[src/rtl/hex_ascii_packet_deframer_crc16_top_defines.svh]
// ---------------------------------------------------------------------------
// Assertion macros for the hex-ASCII packet deframer
// Concurrent checks that compile away when SYNTHESIS is defined.
// ---------------------------------------------------------------------------
`ifndef HEX_ASCII_PACKET_DEFRAMER_CRC16_TOP_DEFINES_SVH
`define HEX_ASCII_PACKET_DEFRAMER_CRC16_TOP_DEFINES_SVH

`ifndef SYNTHESIS
// Check on every clk edge outside reset.
`define HAPD_ASSERT_RUN(label, prop, msg) \
  label: assert property (@(posedge clk) disable iff (rst) prop) else $error(msg);
// Check on every clk edge, reset included.
`define HAPD_ASSERT_ALL(label, prop, msg) \
  label: assert property (@(posedge clk) prop) else $error(msg);
`else
`define HAPD_ASSERT_RUN(label, prop, msg)
`define HAPD_ASSERT_ALL(label, prop, msg)
`endif

`endif

[src/rtl/hapd_pkg.sv]
// ---------------------------------------------------------------------------
// hapd_pkg
// Types, codes, frame bytes and CRC/hex helpers for the packet deframer.
// ---------------------------------------------------------------------------
package hapd_pkg;

  localparam int unsigned TRAILER_BYTES_DEF = 5;
  localparam int unsigned MIN_FRAME_LEN     = 10;
  localparam int unsigned MAX_FRAME_LEN     = 32767;

  localparam logic [14:0] MAX_LENGTH_RESET = 15'd3000;
  localparam logic [6:0]  SEQ_RESET        = 7'h21;
  localparam logic [15:0] CRC_POLY         = 16'hA001;

  localparam logic [7:0] BYTE_SOH  = 8'h01;
  localparam logic [7:0] BYTE_STX  = 8'h02;
  localparam logic [7:0] BYTE_ETB  = 8'h17;
  localparam logic [7:0] BYTE_ETX  = 8'h03;
  localparam logic [8:0] ECHO_FLAG = 9'h080;

  typedef enum logic {
    OP_START = 1'b0,
    OP_BYTE  = 1'b1
  } op_t;

  typedef enum logic {
    KIND_PAYLOAD = 1'b0,
    KIND_END     = 1'b1
  } kind_t;

  typedef enum logic [2:0] {
    STATUS_OK       = 3'd0,
    STATUS_FRAME    = 3'd1,
    STATUS_CRC      = 3'd2,
    STATUS_SEQUENCE = 3'd3,
    STATUS_ECHO     = 3'd4,
    STATUS_HEX      = 3'd5,
    STATUS_OVERFLOW = 3'd6
  } status_t;

  typedef struct packed {
    logic       op;
    logic [7:0] value;
  } item_t;

  typedef struct packed {
    logic        kind;
    logic [7:0]  payload_byte;
    logic [2:0]  status;
    logic [13:0] payload_count;
  } res_t;

  // Result hand-off from the frame receiver to the output buffer.
  typedef struct packed {
    logic push;
    res_t data;
  } res_push_t;

  // One byte through CRC-16, reflected polynomial, LSB first.
  function automatic logic [15:0] crc16_step(input logic [15:0] crc, input logic [7:0] b);
    logic [15:0] c;
    c = crc ^ {8'h00, b};
    for (int i = 0; i < 8; i++) begin
      c = c[0] ? ((c >> 1) ^ CRC_POLY) : (c >> 1);
    end
    return c;
  endfunction

  // Bit 4 set for an uppercase hex character, low bits the nibble.
  function automatic logic [4:0] hex_decode(input logic [7:0] ch);
    logic [7:0] d;
    d = 8'h00;
    if (ch >= 8'h30 && ch <= 8'h39) begin
      d = ch - 8'h30;
      return {1'b1, d[3:0]};
    end
    if (ch >= 8'h41 && ch <= 8'h46) begin
      d = ch - 8'h37;
      return {1'b1, d[3:0]};
    end
    return 5'd0;
  endfunction

  function automatic logic [7:0] hex_char(input logic [3:0] n);
    return (n < 4'd10) ? (8'h30 + {4'h0, n}) : (8'h37 + {4'h0, n});
  endfunction

endpackage

[src/rtl/hapd_stream_if.sv]
// ---------------------------------------------------------------------------
// hapd_stream_if
// Valid/ready channel with a typed payload.
// ---------------------------------------------------------------------------
interface hapd_stream_if #(
  parameter type T = logic
);
  logic valid;
  logic ready;
  T     data;

  modport source (output valid, output data, input ready);
  modport sink   (input valid, input data, output ready);
endinterface

[src/rtl/hapd_frame_rx.sv]
// ---------------------------------------------------------------------------
// hapd_frame_rx
// Frame checker: header capture, trailer delay line, CRC, hex decode, status.
// ---------------------------------------------------------------------------
module hapd_frame_rx #(
  parameter int unsigned TRAILER_BYTES = hapd_pkg::TRAILER_BYTES_DEF
) (
  input  logic                clk,
  input  logic                rst,
  hapd_stream_if.sink         item,
  hapd_stream_if.sink         cfg,
  input  logic                space,
  output hapd_pkg::res_push_t res
);

  localparam logic [14:0] FULL_POS = 15'(4 + TRAILER_BYTES);

  logic        active, active_next;
  logic [6:0]  seq_num, seq_num_next;
  logic [7:0]  exp_cmd, exp_cmd_next;
  logic [14:0] byte_pos, byte_pos_next;
  logic [15:0] crc, crc_next;
  logic [7:0]  trail [TRAILER_BYTES];
  logic [7:0]  trail_next [TRAILER_BYTES];
  logic [7:0]  hdr_soh, hdr_soh_next;
  logic [7:0]  hdr_stx, hdr_stx_next;
  logic [7:0]  hdr_echo, hdr_echo_next;
  logic [7:0]  number_byte, number_byte_next;
  logic [4:0]  hex_hi, hex_hi_next;
  logic        hex_err, hex_err_next;
  logic [13:0] dec_cnt, dec_cnt_next;
  logic [14:0] max_length;

  logic        take;
  logic [7:0]  b;
  logic [15:0] cnt;
  logic [7:0]  seq_inc;
  logic [4:0]  hv;

  assign item.ready = space;
  assign cfg.ready  = 1'b1;
  assign take       = item.valid && item.ready;
  assign b          = item.data.value;
  assign cnt        = {1'b0, byte_pos} + 16'd1;
  assign seq_inc    = {1'b0, seq_num} + 8'd1;
  assign hv         = hapd_pkg::hex_decode(trail[0]);

  always_comb begin
    active_next      = active;
    seq_num_next     = seq_num;
    exp_cmd_next     = exp_cmd;
    byte_pos_next    = byte_pos;
    crc_next         = crc;
    trail_next       = trail;
    hdr_soh_next     = hdr_soh;
    hdr_stx_next     = hdr_stx;
    hdr_echo_next    = hdr_echo;
    number_byte_next = number_byte;
    hex_hi_next      = hex_hi;
    hex_err_next     = hex_err;
    dec_cnt_next     = dec_cnt;
    res              = '0;

    if (take) begin
      if (item.data.op == hapd_pkg::OP_START) begin
        // Arm: drop any packet in progress.
        active_next      = 1'b1;
        exp_cmd_next     = b;
        byte_pos_next    = '0;
        crc_next         = '0;
        for (int i = 0; i < TRAILER_BYTES; i++) trail_next[i] = '0;
        hdr_soh_next     = '0;
        hdr_stx_next     = '0;
        hdr_echo_next    = '0;
        number_byte_next = '0;
        hex_hi_next      = '0;
        hex_err_next     = 1'b0;
        dec_cnt_next     = '0;
      end else if (active) begin
        if (b == hapd_pkg::BYTE_ETX) begin
          active_next     = 1'b0;
          res.push        = 1'b1;
          res.data.kind   = hapd_pkg::KIND_END;
          if (cnt < 16'(hapd_pkg::MIN_FRAME_LEN) || cnt > 16'(hapd_pkg::MAX_FRAME_LEN) ||
              hdr_soh != hapd_pkg::BYTE_SOH || hdr_stx != hapd_pkg::BYTE_STX ||
              trail[0] != hapd_pkg::BYTE_ETB) begin
            res.data.status = hapd_pkg::STATUS_FRAME;
          end else if (trail[1] != hapd_pkg::hex_char(crc[7:4]) ||
                       trail[2] != hapd_pkg::hex_char(crc[3:0]) ||
                       trail[3] != hapd_pkg::hex_char(crc[15:12]) ||
                       trail[4] != hapd_pkg::hex_char(crc[11:8])) begin
            res.data.status = hapd_pkg::STATUS_CRC;
          end else if (number_byte != {1'b0, seq_num}) begin
            res.data.status = hapd_pkg::STATUS_SEQUENCE;
          end else begin
            seq_num_next = seq_inc[7] ? hapd_pkg::SEQ_RESET : seq_inc[6:0];
            if ({1'b0, exp_cmd} + hapd_pkg::ECHO_FLAG != {1'b0, hdr_echo}) begin
              res.data.status = hapd_pkg::STATUS_ECHO;
            end else if (hex_err || dec_cnt == 14'd0) begin
              res.data.status = hapd_pkg::STATUS_HEX;
            end else begin
              res.data.status        = hapd_pkg::STATUS_OK;
              res.data.payload_count = dec_cnt;
            end
          end
        end else if (cnt > {1'b0, max_length}) begin
          active_next     = 1'b0;
          res.push        = 1'b1;
          res.data.kind   = hapd_pkg::KIND_END;
          res.data.status = hapd_pkg::STATUS_OVERFLOW;
        end else begin
          byte_pos_next = cnt[14:0];
          if (byte_pos == 15'd0) begin
            hdr_soh_next = b;
          end else if (byte_pos == 15'd1) begin
            number_byte_next = b;
            crc_next         = hapd_pkg::crc16_step(crc, b);
          end else if (byte_pos == 15'd2) begin
            hdr_stx_next = b;
          end else if (byte_pos == 15'd3) begin
            hdr_echo_next = b;
            crc_next      = hapd_pkg::crc16_step(crc, b);
          end else begin
            // Advance the delay line; the byte leaving it is payload.
            for (int i = 0; i < TRAILER_BYTES - 1; i++) trail_next[i] = trail[i + 1];
            trail_next[TRAILER_BYTES - 1] = b;
            if (byte_pos >= FULL_POS) begin
              crc_next = hapd_pkg::crc16_step(crc, trail[0]);
              if (!hex_err) begin
                if (hex_hi == 5'd0) begin
                  hex_hi_next = hv[4] ? hv : 5'd1;
                end else if (hex_hi == 5'd1 || !hv[4]) begin
                  hex_err_next = 1'b1;
                  hex_hi_next  = 5'd0;
                end else begin
                  res.push              = 1'b1;
                  res.data.kind         = hapd_pkg::KIND_PAYLOAD;
                  res.data.payload_byte = {hex_hi[3:0], hv[3:0]};
                  res.data.status       = hapd_pkg::STATUS_OK;
                  hex_hi_next           = 5'd0;
                  dec_cnt_next          = dec_cnt + 14'd1;
                end
              end
            end
          end
        end
      end
    end
  end

  always_ff @(posedge clk) begin
    if (rst) begin
      active      <= 1'b0;
      seq_num     <= hapd_pkg::SEQ_RESET;
      exp_cmd     <= '0;
      byte_pos    <= '0;
      crc         <= '0;
      for (int i = 0; i < TRAILER_BYTES; i++) trail[i] <= '0;
      hdr_soh     <= '0;
      hdr_stx     <= '0;
      hdr_echo    <= '0;
      number_byte <= '0;
      hex_hi      <= '0;
      hex_err     <= 1'b0;
      dec_cnt     <= '0;
      max_length  <= hapd_pkg::MAX_LENGTH_RESET;
    end else begin
      active      <= active_next;
      seq_num     <= seq_num_next;
      exp_cmd     <= exp_cmd_next;
      byte_pos    <= byte_pos_next;
      crc         <= crc_next;
      trail       <= trail_next;
      hdr_soh     <= hdr_soh_next;
      hdr_stx     <= hdr_stx_next;
      hdr_echo    <= hdr_echo_next;
      number_byte <= number_byte_next;
      hex_hi      <= hex_hi_next;
      hex_err     <= hex_err_next;
      dec_cnt     <= dec_cnt_next;
      if (cfg.valid && cfg.ready) begin
        max_length <= cfg.data;
      end
    end
  end

endmodule

[src/rtl/hapd_out_buf.sv]
// ---------------------------------------------------------------------------
// hapd_out_buf
// Two-entry result buffer between the frame receiver and the result channel.
// ---------------------------------------------------------------------------
module hapd_out_buf (
  input  logic                clk,
  input  logic                rst,
  input  hapd_pkg::res_push_t res,
  output logic                space,
  hapd_stream_if.source       result
);

  logic [1:0]     cnt, cnt_next;
  hapd_pkg::res_t ent0, ent1;
  logic           pop;

  assign pop          = result.valid && result.ready;
  assign space        = (cnt != 2'd2);
  assign result.valid = (cnt != 2'd0);
  assign result.data  = ent0;
  assign cnt_next     = cnt + {1'b0, res.push} - {1'b0, pop};

  always_ff @(posedge clk) begin
    if (rst) begin
      cnt <= '0;
    end else begin
      cnt <= cnt_next;
    end
  end

  always_ff @(posedge clk) begin
    if (pop) begin
      if (cnt == 2'd2) begin
        ent0 <= ent1;
      end else if (res.push) begin
        ent0 <= res.data;
      end
    end else if (res.push) begin
      if (cnt == 2'd0) begin
        ent0 <= res.data;
      end else begin
        ent1 <= res.data;
      end
    end
  end

endmodule

[src/rtl/hex_ascii_packet_deframer_crc16_top.sv]
// ---------------------------------------------------------------------------
// hex_ascii_packet_deframer_crc16_top
// Framed packet receiver: hex-ASCII payload, CRC-16 (0xA001) trailer check.
// ---------------------------------------------------------------------------
//
//  channel   dir  payload                                        handshake
//  -------   ---  ---------------------------------------------  ---------
//  item      in   op (1), value (8)                              valid/ready
//  result    out  kind (1), payload_byte (8), status (3),        valid/ready
//                 payload_count (14)
//  cfg       in   max_length (15)                                valid/ready
//
//  One item per cycle while item.ready is high; its result, if any, is
//  computed combinationally from the frame state registers and written
//  into the two-entry result buffer with the item transaction.
//  item.ready drops only while two results wait in the buffer.
//  cfg.ready is always high; write max_length only while idle.
//  rst (synchronous) clears the packet state, sets sequence 0x21 and
//  max_length 3000, and empties the buffer.
// ---------------------------------------------------------------------------
`include "hex_ascii_packet_deframer_crc16_top_defines.svh"

module hex_ascii_packet_deframer_crc16_top #(
  parameter int unsigned TRAILER_BYTES = hapd_pkg::TRAILER_BYTES_DEF
) (
  input  logic          clk,
  input  logic          rst,
  hapd_stream_if.sink   item,
  hapd_stream_if.source result,
  hapd_stream_if.sink   cfg
);

  // Result from the frame checker, pushed into the buffer in the same cycle.
  hapd_pkg::res_push_t res;
  // Buffer has room for one more result: gate item transactions on it.
  logic                space;

  // Check framing, CRC and hex; produce one result per item at most.
  hapd_frame_rx #(
    .TRAILER_BYTES (TRAILER_BYTES)
  ) u_frame_rx (
    .clk   (clk),
    .rst   (rst),
    .item  (item),
    .cfg   (cfg),
    .space (space),
    .res   (res)
  );

  // Hold results until the consumer takes them.
  hapd_out_buf u_out_buf (
    .clk    (clk),
    .rst    (rst),
    .res    (res),
    .space  (space),
    .result (result)
  );

  // Stall the input only when results are backed up.
  `HAPD_ASSERT_RUN(a_stall_only_when_backed_up, !item.ready |-> result.valid, "input stalled with empty buffer")

  // A failed packet never reports a count.
  `HAPD_ASSERT_RUN(a_fail_no_count, result.valid && result.data.kind == hapd_pkg::KIND_END && result.data.status != hapd_pkg::STATUS_OK |-> result.data.payload_count == 14'd0, "count on failed packet")

  // Payload results carry neutral status and count fields.
  `HAPD_ASSERT_RUN(a_payload_fields, result.valid && result.data.kind == hapd_pkg::KIND_PAYLOAD |-> result.data.status == hapd_pkg::STATUS_OK && result.data.payload_count == 14'd0, "payload result with status or count")

  // Drop everything on reset.
  `HAPD_ASSERT_ALL(a_reset_empty, rst |=> !result.valid, "result valid after reset")

endmodule

[src/flat_wrapper.sv]
// flat-port wrapper written by rule: the top's interface ports become plain ports
module hex_ascii_packet_deframer_crc16_top_flat 
#(
  parameter int unsigned TRAILER_BYTES = hapd_pkg::TRAILER_BYTES_DEF
)
  (clk, rst, item_valid, item_data, item_ready, result_valid, result_data, result_ready, cfg_valid, cfg_data, cfg_ready);
  hapd_stream_if #(.T(hapd_pkg::item_t)) item_i ();
  hapd_stream_if #(.T(hapd_pkg::res_t)) result_i ();
  hapd_stream_if #(.T(logic [14:0])) cfg_i ();
  input  logic clk;
  input  logic rst;
  input wire logic [$bits(item_i.valid)-1:0] item_valid;
  input wire logic [$bits(item_i.data)-1:0] item_data;
  output wire logic [$bits(item_i.ready)-1:0] item_ready;
  output wire logic [$bits(result_i.valid)-1:0] result_valid;
  output wire logic [$bits(result_i.data)-1:0] result_data;
  input wire logic [$bits(result_i.ready)-1:0] result_ready;
  input wire logic [$bits(cfg_i.valid)-1:0] cfg_valid;
  input wire logic [$bits(cfg_i.data)-1:0] cfg_data;
  output wire logic [$bits(cfg_i.ready)-1:0] cfg_ready;
  assign item_i.valid = item_valid;
  assign item_i.data = item_data;
  assign item_ready = item_i.ready;
  assign result_valid = result_i.valid;
  assign result_data = result_i.data;
  assign result_i.ready = result_ready;
  assign cfg_i.valid = cfg_valid;
  assign cfg_i.data = cfg_data;
  assign cfg_ready = cfg_i.ready;
  hex_ascii_packet_deframer_crc16_top #(.TRAILER_BYTES(TRAILER_BYTES)) u_core (.clk(clk), .rst(rst), .item(item_i), .result(result_i), .cfg(cfg_i));
endmodule
[config.mk]
export PLATFORM = sky130hd
export DESIGN_NAME = hex_ascii_packet_deframer_crc16_top_flat
export DESIGN_NICKNAME = d
export VERILOG_FILES = /design/src/rtl/hapd_pkg.sv /design/src/rtl/hapd_stream_if.sv /design/src/rtl/hapd_frame_rx.sv /design/src/rtl/hapd_out_buf.sv /design/src/rtl/hex_ascii_packet_deframer_crc16_top.sv /design/src/flat_wrapper.sv
export VERILOG_INCLUDE_DIRS = /design/src /design/src/rtl
export SDC_FILE = /design/constraint.sdc
export NUM_CORES = 1
export LEC_CHECK = 0
export BUFFER_PORTS_ARGS = -buffer_cell sky130_fd_sc_hd__buf_2
export CELL_PAD_IN_SITES_DETAIL_PLACEMENT = 1
export CELL_PAD_IN_SITES_GLOBAL_PLACEMENT = 1
export CORE_MARGIN = 2
export CORE_UTILIZATION = 45
export CTS_CLUSTER_DIAMETER = 200
export DETAILED_ROUTE_END_ITERATION = 7
export PLACE_DENSITY_LB_ADDON = 0.1
export SYNTH_ARGS = -nofsm -noshare
export SYNTH_HDL_FRONTEND = slang
export SYNTH_SLANG_ARGS = --single-unit
export TNS_END_PERCENT = 50
[constraint.sdc]
create_clock -name clk -period 13.4 [get_ports clk]
set_input_delay 4.02 -clock clk [delete_from_list [all_inputs] [get_ports clk]]
set_output_delay 4.02 -clock clk [all_outputs]
set_load 0.005 [all_outputs]
# After elaboration in Yosys (flattened, before gate mapping)
# Cells that the tools add are included.
# totals
regBits	208
in_bits	29
wordCells	296
# classes
addsub	16
n_lt_le_gt_ge	12
eq_ne	33
muxes	148
bitwise_logic	24
n_reduce_logical	36
# ops
operator	count
16-bit 2-to-1 mux	25
40-bit 2-to-1 mux	8
14-bit 2-to-1 mux	18
8-bit 2-to-1 mux	28
26-bit 2-to-1 mux	5
13-bit 2-to-1 mux	8
27-bit 2-to-1 mux	3
5-bit 2-to-1 mux	16
15-bit 2-to-1 mux	4
6-bit by 4-bit adder with 7-bit output, first input constant	8
2-bit inverter with 3-bit output	16
8-bit by 7-bit inequality test with 1-bit output	5
7-bit 2-to-1 mux	5
16-bit by 8-bit bitwise XOR with 16-bit output	2
15-bit by 2-bit == test with 1-bit output, second input constant	2
3-bit 2-to-1 mux	7
7-bit AND reduction	3
2-bit inequality test, second input constant	10
1-bit 2-to-1 mux	19
15-bit by 1-bit adder with 16-bit output, second input constant	1
16-bit by 15-bit > comparator with 1-bit output	1
16-bit by 15-bit > comparator with 1-bit output, second input constant	1
16-bit by 4-bit less-than comparator with 1-bit output, second input constant	1
4-bit less-than comparator, second input constant	4
42 further kinds	69

# Depth between registers and ports, before layout
# Gate-level depths: netlist (run 1).
# depth
word_depth	26
ltp_mapped	19
depth_no_buf	18

# By module
# From an unflattened synthesis (run 1), not the netlist that was laid out.
# unflattened
cells_unflattened	1235
hier_area_um2	11108.2
# modules_own_cells
mod	instances	cells_per_inst	area_each_um2	seq_area_each_um2
hapd_frame_rx	1	1138	9008.6	3083.0
hapd_out_buf	1	97	2099.5	1601.5

# Worst setup path before layout (run 1)
# Ideal clock, no wire load.
# synth_path
path_type	input -> register
from	input item_data[3]
to	register u_core.u_out_buf.ent0 (netlist bit u_core.u_out_buf.result.data[0]) (enable)
arrival_time_ns	7.062
setup_slack_ns	5.892
cell_stages	7
path_buffers	0
path_cell_list	nor4_1 -> and4b_1 -> nor3_1 -> a21o_1 -> ha_1 -> nand2b_1 -> o21ai_0
# synth_via
elab_chain_len	7
elab_cells_between_ends	8
# synth_rtl
item	line	text
from (decl)	flat_wrapper.sv:13	input wire logic [$bits(item_i.data)-1:0] item_data;
8-bit by 2-bit == test with 1-bit output (*)	hapd_frame_rx.sv:80	if (b == hapd_pkg::BYTE_ETX) begin
2-bit 2-to-1 mux (*)	hapd_frame_rx.sv:80	
27-bit 2-to-1 mux (*)	hapd_frame_rx.sv:79	end else if (active) begin
27-bit 2-to-1 mux (*)	hapd_frame_rx.sv:65	if (item.data.op == hapd_pkg::OP_START) begin
27-bit 2-to-1 mux (*)	hapd_frame_rx.sv:64	if (take) begin
2-bit nonzero test (no source line)	n/a	
3-bit AND reduction (no source line) (*)	n/a	
to (signal assigned)	hapd_out_buf.sv:34	ent0 <= ent1;
to (signal assigned)	hapd_out_buf.sv:36	ent0 <= res.data;
to (signal assigned)	hapd_out_buf.sv:40	ent0 <= res.data;
to (decl)	hapd_out_buf.sv:14	hapd_pkg::res_t ent0, ent1;
# Every way passes the cells marked *; elsewhere a longest branch is shown, timed or not.
# A chain may end at the register's enable or synchronous reset.

# Worst setup path in the final report (run 1)
# layout_path
from	input item_data[8]
to	register u_core.u_frame_rx.hdr_soh[3]
# layout_via
elab_chain_len	2
elab_cells_between_ends	6
# layout_rtl
item	line	text
2-bit by 1-bit inequality test with 1-bit output (no source line) or 2-bit inequality test (tied branches)	n/a	
5-bit AND reduction (no source line)	n/a	
to (signal assigned)	hapd_frame_rx.sv:174	hdr_soh <= hdr_soh_next;
to (decl)	hapd_frame_rx.sv:25	logic [7:0] hdr_soh, hdr_soh_next;
# Parallel ways exist; a longest one is shown, timed or not.

==> impl_metrics.csv, run 1 <==
group,metric,value,unit
critical_path,r2r_start,"u_core.u_frame_rx.byte_pos[0]$_SDFFE_PP0P_",
clock_network,cts_resized,0,
floorplanning,die_w,159,microns
clock_network,clockBufferDepth,3,
floorplanning,start_util,46.0,%
floorplanning,core_area,23600,sq um
detailed_routing,wl_met3,1110,microns
synthesis,synthDistinctLibCells,76,
synthesis,synth_area,10900,sq um
detailed_routing,first_pass_iters,5,
synthesis,yosys.area.top_type_share,28.8,%
min_path,min_path_type,"flop to flop",
critical_path,cp.arrival,6.75,ns
sta,drv_slew,0,
placed_design,finalWeightedCongestion,0.824,
synthesis,avgSynthCellArea,9.29,sq um
global_routing,antenna_found_initial,0,
floorplanning,io-pin-count,58,
clock_network,cts_made_buffers,25,
synthesis,yosys_warnings,0,
clock_network,htree_num_levels,1,
synthesis,synth_ff_type,"dfxtp_1",
pwr,power_switching,0.000369,W
global_routing,grt_overflow,0,
clock_network,ctsHoldBuffers,0,
placed_design,place_hpwl,20500,microns
critical_path,rrSetupSlack,8.10,ns
placed_design,io_buffers,56,
detailed_routing,wl_met2,13300,microns
sta,maxSlewHeadroom,37.8,%
pwr,power.leakage,4.75,nW
sta,finalSetupViolations,0,
pwr,vdd_drop_max,0.102,mV
synthesis,syn_inst,1169,
finish,layout_common_cells,"dfxtp_1, nor2_1, nand2_1",
critical_path,timing.critical_path.from,"item_data[8]",
critical_path,crit_type,"input pin to flop",
pwr,internal-power,0.00112,W
critical_path,crit_path_end,"u_core.u_frame_rx.hdr_soh[3]$_SDFFE_PP0P_",
sta,rsz0062_at_grt,"no",
synthesis,synth_edf_count,52,
detailed_routing,drtAntennaViolNets,0,
sta,fin_crit,6.33,ns
synthesis,yosys.area_share.simple,19.7,%
detailed_routing,wl_per_cell,19.0,microns
sta,hold_viol_final,0,
sta,fmax,0.158,GHz
sta,fin_crit_sh,47.3,%
detailed_routing,vias_per_cell,5.66,
finish,nets,1257,
detailed_routing,drt_iter0_markers,476,
floorplanning,die_y,159,microns
status,outcome,"complete, no violations",
clock_network,post-cts-setup-buffers,0,
clock_network,cts_tree,"done",
global_routing,grt_max_degree,81,
detailed_routing,dr.max_layer_used,"met4",
sta,whs,0.465,ns
detailed_routing,drt-met1-wl,14200,microns
finish,drive_gt1_share,10.1,%
finish,antenna_cells,0,
detailed_routing,drt-total-wl,29100,microns
synthesis,synth_top_family_by_area,"simple AND/OR/NAND/NOR gates",
clock_network,root_buffer,"clkbuf_16",
critical_path,start_kind,"input pin",
sta,worstMarginPinSlew,0.927,ns
pwr,p_sw_share,24.8,%
pwr,p_clk_share,44.7,%
sta,final.setup.tns,0,ns
critical_path,critical_path_required,13.81,ns
global_routing,grt_pass1_vias,8713,
detailed_routing,post-route-drc-count,0,
synthesis,synthXorXnorAreaFrac,8.03,%
critical_path,cp_max_fo,45,
synthesis,ys_seq_area_share,43.1,%
finish,final_common_cell,"dfxtp_1",
detailed_routing,num_vias,8670,
synthesis,synth_nets,1231,
pwr,pwr-share-seq,44.8,%
pwr,power_frac_comb,10.5,%
job,drv_cap,0,
synthesis,yosys-mux-area-fraction,7.37,%
synthesis,synth_area_leaders,"dfxtp_1, edfxtp_1, mux2i_1",
global_routing,grt_use_total,23.2,%
floorplanning,die_area,25400,sq um
clock_network,insertion_delay,0.52,ns
clock_network,clock-sinks,208,
global_routing,grt_pass1_wl,48500,microns
critical_path,cp-end-kind,"flop",
clock_network,clk_pin_slew,0.06,ns
synthesis,synthAdderAreaFrac,3.80,%
critical_path,worstReg2RegEnd,"u_core.u_out_buf.result.data[11]$_DFFE_PP_",
critical_path,reg2regPathDepth,16,
sta,clock_skew,0.0146,ns
floorplanning,num_rows,56,
pwr,p_per_area,122,nW/um^2
finish,synthToLayoutAreaGrowth,12.2,%
synthesis,async_reset_ff_share,0,%
synthesis,synth_compound_area_share,13.8,%
synthesis,synth-seq-cells,208,
synthesis,synth.largest_area_cell,"dfxtp_1",
-- cells by family after synthesis --
| family | Yosys count |
|---|---|
| AND/OR/NAND/NOR | 417 |
| AO/OA/AOI/OAI | 219 |
| flip-flops | 208 |
| buffers and inverters | 113 |
| XOR/XNOR | 98 |
| multiplexers | 80 |
| adder cells (fa/ha/maj) | 33 |
| other | 1 |
-- flip-flops by register name, summed over array words and instances (netlist names) --
register / count
u_core.u_frame_rx.trail: 40
u_core.u_frame_rx.dec_cnt: 14
u_core.u_frame_rx.byte_pos: 15
u_core.u_frame_rx.exp_cmd: 8
u_core.u_frame_rx.hdr_soh: 8
u_core.u_out_buf.ent1: 26
u_core.u_frame_rx.hex_err: 1
u_core.u_frame_rx.hdr_stx: 8
u_core.u_frame_rx.max_length: 15
u_core.u_out_buf.cnt: 2
u_core.u_frame_rx.active: 1
u_core.u_frame_rx.number_byte: 8
u_core.u_out_buf.result.data: 26
u_core.u_frame_rx.hex_hi: 5
u_core.u_frame_rx.crc: 16
u_core.u_frame_rx.seq_num: 7
u_core.u_frame_rx.hdr_echo: 8
-- layout make-up --
cell class                 count  area (sq um)
clock buffer                  42           759
clock inverter                 4          51.3
fill                        2705         11400
inverter                      42           158
multi-input combinational    848          5750
sequential                   208          4680
tap                          319           399
timing repair buffer          70           385
-- worst min-delay path by stage --
stage / slack, ns / end / depth (start not counted) / startpoint
3_3_place_gp: 0.46 / u_core.u_frame_rx.exp_cmd[1]$_SDFFE_PP0P_ / 2 / u_core.u_frame_rx.exp_cmd[1]$_SDFFE_PP0P_
3_5_place_dp: 0.46 / u_core.u_frame_rx.exp_cmd[7]$_SDFFE_PP0P_ / 2 / u_core.u_frame_rx.exp_cmd[7]$_SDFFE_PP0P_
6_report: 0.47 / u_core.u_frame_rx.exp_cmd[1]$_SDFFE_PP0P_ / 2 / u_core.u_frame_rx.exp_cmd[1]$_SDFFE_PP0P_
2_1_floorplan: 0.43 / u_core.u_frame_rx.exp_cmd[7]$_SDFFE_PP0P_ / 2 / u_core.u_frame_rx.exp_cmd[7]$_SDFFE_PP0P_
4_1_cts: 0.47 / u_core.u_frame_rx.exp_cmd[1]$_SDFFE_PP0P_ / 2 / u_core.u_frame_rx.exp_cmd[1]$_SDFFE_PP0P_
5_1_grt: 0.49 / u_core.u_frame_rx.exp_cmd[7]$_SDFFE_PP0P_ / 2 / u_core.u_frame_rx.exp_cmd[7]$_SDFFE_PP0P_
-- synthesized netlist by cell type (9+ instances only) --
master,count
a21o_1,16
a21oi_1,74
a22o_1,23
a31oi_1,11
and2_1,32
and3_1,17
buf_2,11
clkbuf_1,52
dfxtp_1,156
edfxtp_1,52
ha_1,33
inv_1,40
mux2i_1,80
nand2_1,84
nand2b_1,10
nand3_1,41
nand4_1,25
nor2_1,117
nor2b_1,14
nor3_1,9
nor4_1,21
o21ai_0,31
xnor2_1,62
xor2_1,35
-- worst max-delay path, cell delays in order --
cell	delay (ns)
buf_2	0.10
buf_4	0.26
nor2_1	0.63
clkinv_1	0.48
nand2_1	0.17
buf_4	0.44
a31oi_1	0.28
a22o_1	0.32
-- metrics by stage --
stage	util [%]	instance area, sq um	total power, W	worst slack (ns)	cells
after global routing	51.6	12200	0.00155	6.80	1533
after CTS	51.6	12200	0.00150	7.06	1533
final	51.6	12200	0.00149	7.07	1533
after floorplan	-	10900	0.000786	5.89	1169
after global placement	48.2	11400	0.000832	6.62	1487
after detailed placement	48.2	11400	0.000836	6.51	1487
-- power groups by stage --
stage,clock network [W],registers [W],logic (W)
floorplan,0,0.000677,0.000109
global placement,0,0.000680,0.000152
detailed placement,0,0.000680,0.000156
CTS,0.000679,0.000667,0.000158
global route,0.000704,0.000668,0.000174
finish,0.000664,0.000667,0.000156
-- routing by layer --
metal	vias to the layer above	global-route usage, %
met2	168	37.6
met3	38	2.66
li1	4224	-
met5	-	0
met4	0	4.71
met1	4240	33.4
No activity file was read; power rests on OpenSTA's default activity.
==> run 2: changes to the inputs <==
--- a/config.mk
+++ b/config.mk
@@ -6,11 +6,12 @@
 export SDC_FILE = /design/constraint.sdc
 export NUM_CORES = 1
 export LEC_CHECK = 0
+export ABC_AREA = 1
 export BUFFER_PORTS_ARGS = -buffer_cell sky130_fd_sc_hd__buf_2
 export CELL_PAD_IN_SITES_DETAIL_PLACEMENT = 1
 export CELL_PAD_IN_SITES_GLOBAL_PLACEMENT = 1
 export CORE_MARGIN = 2
-export CORE_UTILIZATION = 45
+export CORE_UTILIZATION = 41
 export CTS_CLUSTER_DIAMETER = 200
 export DETAILED_ROUTE_END_ITERATION = 7
 export PLACE_DENSITY_LB_ADDON = 0.1
==> constraint.sdc (replaced) <==
create_clock -name clk -period 5.4 [get_ports clk]
set_input_delay 1.62 -clock clk [delete_from_list [all_inputs] [get_ports clk]]
set_output_delay 1.62 -clock clk [all_outputs]
set_load 0.005 [all_outputs]
==> impl_metrics.csv, run 2 <==
group,metric,value,unit
pwr,vdd_drop_max,0.210,mV
global_routing,grt_overflow,0,
synthesis,synthTopCellsByCount,"nand2_1, inv_1, a21oi_1",
finish,final_common_cell,"nand2_1",
sta,clock_skew,0.00807,ns
clock_network,clock-sinks,208,
floorplanning,die_w,177,microns
critical_path,cp_max_fo,26,
sta,fin_crit_sh,82.4,%
synthesis,synthAdderAreaFrac,3.35,%
sta,finalSetupViolations,0,
synthesis,synth_area,12300,sq um
global_routing,grt_max_degree,73,
sta,setup_slack,0.948,ns
synthesis,async_reset_ff_share,0,%
synthesis,synthXorXnorAreaFrac,4.33,%
clock_network,cts_tree,"done",
detailed_routing,drt_iter0_markers,840,
sta,final.setup.tns,0,ns
pwr,power.leakage,6.05,nW
detailed_routing,num_vias,11500,
clock_network,clk_pin_slew,0.06,ns
detailed_routing,drtAntennaViolNets,0,
finish,layout_common_cells,"nand2_1, inv_1, a21oi_1",
detailed_routing,vias_per_cell,5.35,
synthesis,synth_ff_type,"dfxtp_1",
sta,drv_slew,0,
clock_network,cts_resized,0,
synthesis,synth_top_family_by_area,"simple AND/OR/NAND/NOR gates",
critical_path,rrSetupSlack,0.95,ns
finish,drive_gt1_share,11.9,%
finish,antenna_cells,0,
critical_path,start_kind,"flop",
synthesis,synth_area_leaders,"dfxtp_1, edfxtp_1, nand2_1",
clock_network,htree_num_levels,1,
synthesis,yosys-mux-area-fraction,0,%
synthesis,yosys.area.top_type_share,25.3,%
floorplanning,start_util,41.6,%
placed_design,dp_slack,0.947,ns
status,outcome,"complete, no violations",
critical_path,cp-end-kind,"flop",
clock_network,ctsHoldBuffers,0,
sta,whs,0.465,ns
synthesis,ys_seq_area_share,38.0,%
clock_network,cts_made_buffers,25,
min_path,min_path_type,"flop to flop",
placed_design,place_hpwl,30300,microns
synthesis,synth_edf_count,52,
detailed_routing,post-route-drc-count,0,
finish,nets,1807,
clock_network,clockBufferDepth,3,
critical_path,crit_type,"flop to flop",
synthesis,yosys.area_share.simple,28.7,%
job,drv_cap,0,
global_routing,grt_pass1_vias,11400,
synthesis,synth-seq-cells,208,
global_routing,grt_use_total,25.4,%
global_routing,antenna_found_initial,0,
detailed_routing,first_pass_iters,5,
finish,stdcell_count,2153,
clock_network,insertion_delay,0.53,ns
synthesis,synth_nets,1773,
finish,largest_reg_flops,40,
synthesis,synth.largest_area_cell,"dfxtp_1",
floorplanning,num_rows,63,
finish,nFillCells,3824,
sta,rsz0062_at_grt,"no",
synthesis,synthDistinctLibCells,54,
clock_network,post-cts-setup-buffers,0,
synthesis,synth_compound_area_share,15.7,%
floorplanning,die_y,177,microns
critical_path,cp.arrival,4.60,ns
synthesis,synth.most_common_cell,"nand2_1",
placed_design,place_inst,2108,
sta,hold_viol_final,0,
clock_network,root_buffer,"clkbuf_16",
floorplanning,core_area,29600,sq um
floorplanning,die_area,31500,sq um
global_routing,grt_pass1_wl,62700,microns
detailed_routing,wl_per_cell,18.6,microns
sta,fin_crit,4.45,ns
pwr,p_per_area,407,nW/um^2
floorplanning,io-pin-count,58,
synthesis,yosys_warnings,0,
synthesis,syn_inst,1711,
critical_path,critical_path_required,5.55,ns
placed_design,io_buffers,56,
finish,synthToLayoutAreaGrowth,11.1,%
sta,fmax,0.225,GHz
finish,regMostFlops,"u_core.u_frame_rx.trail",
sta,worstMarginPinSlew,1.04,ns
detailed_routing,drt-total-wl,40000,microns
synthesis,avgSynthCellArea,7.21,sq um
placed_design,finalWeightedCongestion,0.928,
sta,maxSlewHeadroom,30.5,%
## run 2: metrics by stage
stage          power, W  util (%)  area [sq um]
2_1_floorplan   0.00331         -         12300
3_3_place_gp    0.00378      43.3         12800
3_5_place_dp    0.00383      43.3         12800
4_1_cts         0.00561      46.2         13700
5_1_grt         0.00593      46.2         13700
6_report        0.00558      46.2         13700
## run 2: area by class of cell
cell class / count / area [sq um] / area share, %
Clock buffer: 33 / 714 / 5.21
Inverter: 235 / 882 / 6.44
Sequential cell: 208 / 4680 / 34.2
Tap cell: 390 / 488 / 3.56
Clock inverter: 12 / 140 / 1.02
Timing Repair Buffer: 66 / 355 / 2.59
Multi-Input combinational cell: 1209 / 6440 / 47.0
## run 2: power breakdown
group | switching, W | internal (W) | leakage, nW | total [W]
Sequential | 0.000220 | 0.00178 | 1.76 | 0.00200
Combinational | 0.00124 | 0.000578 | 3.86 | 0.00182
Clock | 0.000691 | 0.00107 | 0.424 | 0.00176
Total | 0.00215 | 0.00343 | 6.05 | 0.00558
## run 2: logic make-up after synthesis
kind of cell	after synthesis
flops	208
other cells	1
simple gates	761
fa+ha+maj	33
xor+xnor	61
compound gates	353
buf+inv	294
## run 2: path summary, 6_finish.rpt
path	to	start	cells after the start
setup reg to reg	u_core.u_out_buf.result.data[12]$_DFFE_PP_	u_core.u_frame_rx.byte_pos[0]$_SDFFE_PP0P_	19
hold / removal	u_core.u_frame_rx.active$_SDFFE_PP0P_	u_core.u_frame_rx.active$_SDFFE_PP0P_	2
hold reg to reg	u_core.u_frame_rx.active$_SDFFE_PP0P_	u_core.u_frame_rx.active$_SDFFE_PP0P_	2
setup / recovery	u_core.u_out_buf.result.data[12]$_DFFE_PP_	u_core.u_frame_rx.byte_pos[0]$_SDFFE_PP0P_	19
## run 2: critical path: stages, from the launching register on
cell,delay [ns]
dfxtp_1,0.49
ha_1,0.34
nand2_1,0.11
nor2_1,0.32
nand4_1,0.14
nand2_1,0.12
inv_1,0.06
ha_1,0.27
nand4_1,0.11
nor2_1,0.17
nand2_1,0.07
nand2_1,0.10
nand2_1,0.14
nand2_1,0.26
inv_2,0.07
nor2_2,0.15
nor2_1,0.12
ha_1,0.18
nand3b_1,0.15
inv_1,0.70
## run 2: per-layer routing
layer,global-route usage (%),vias up,part of all wire (%)
met3,2.81,58,3.4
met2,43.7,191,48
li1,-,5733,-
met1,33.8,5535,46
met4,6.66,0,2.5
met5,0,-,0
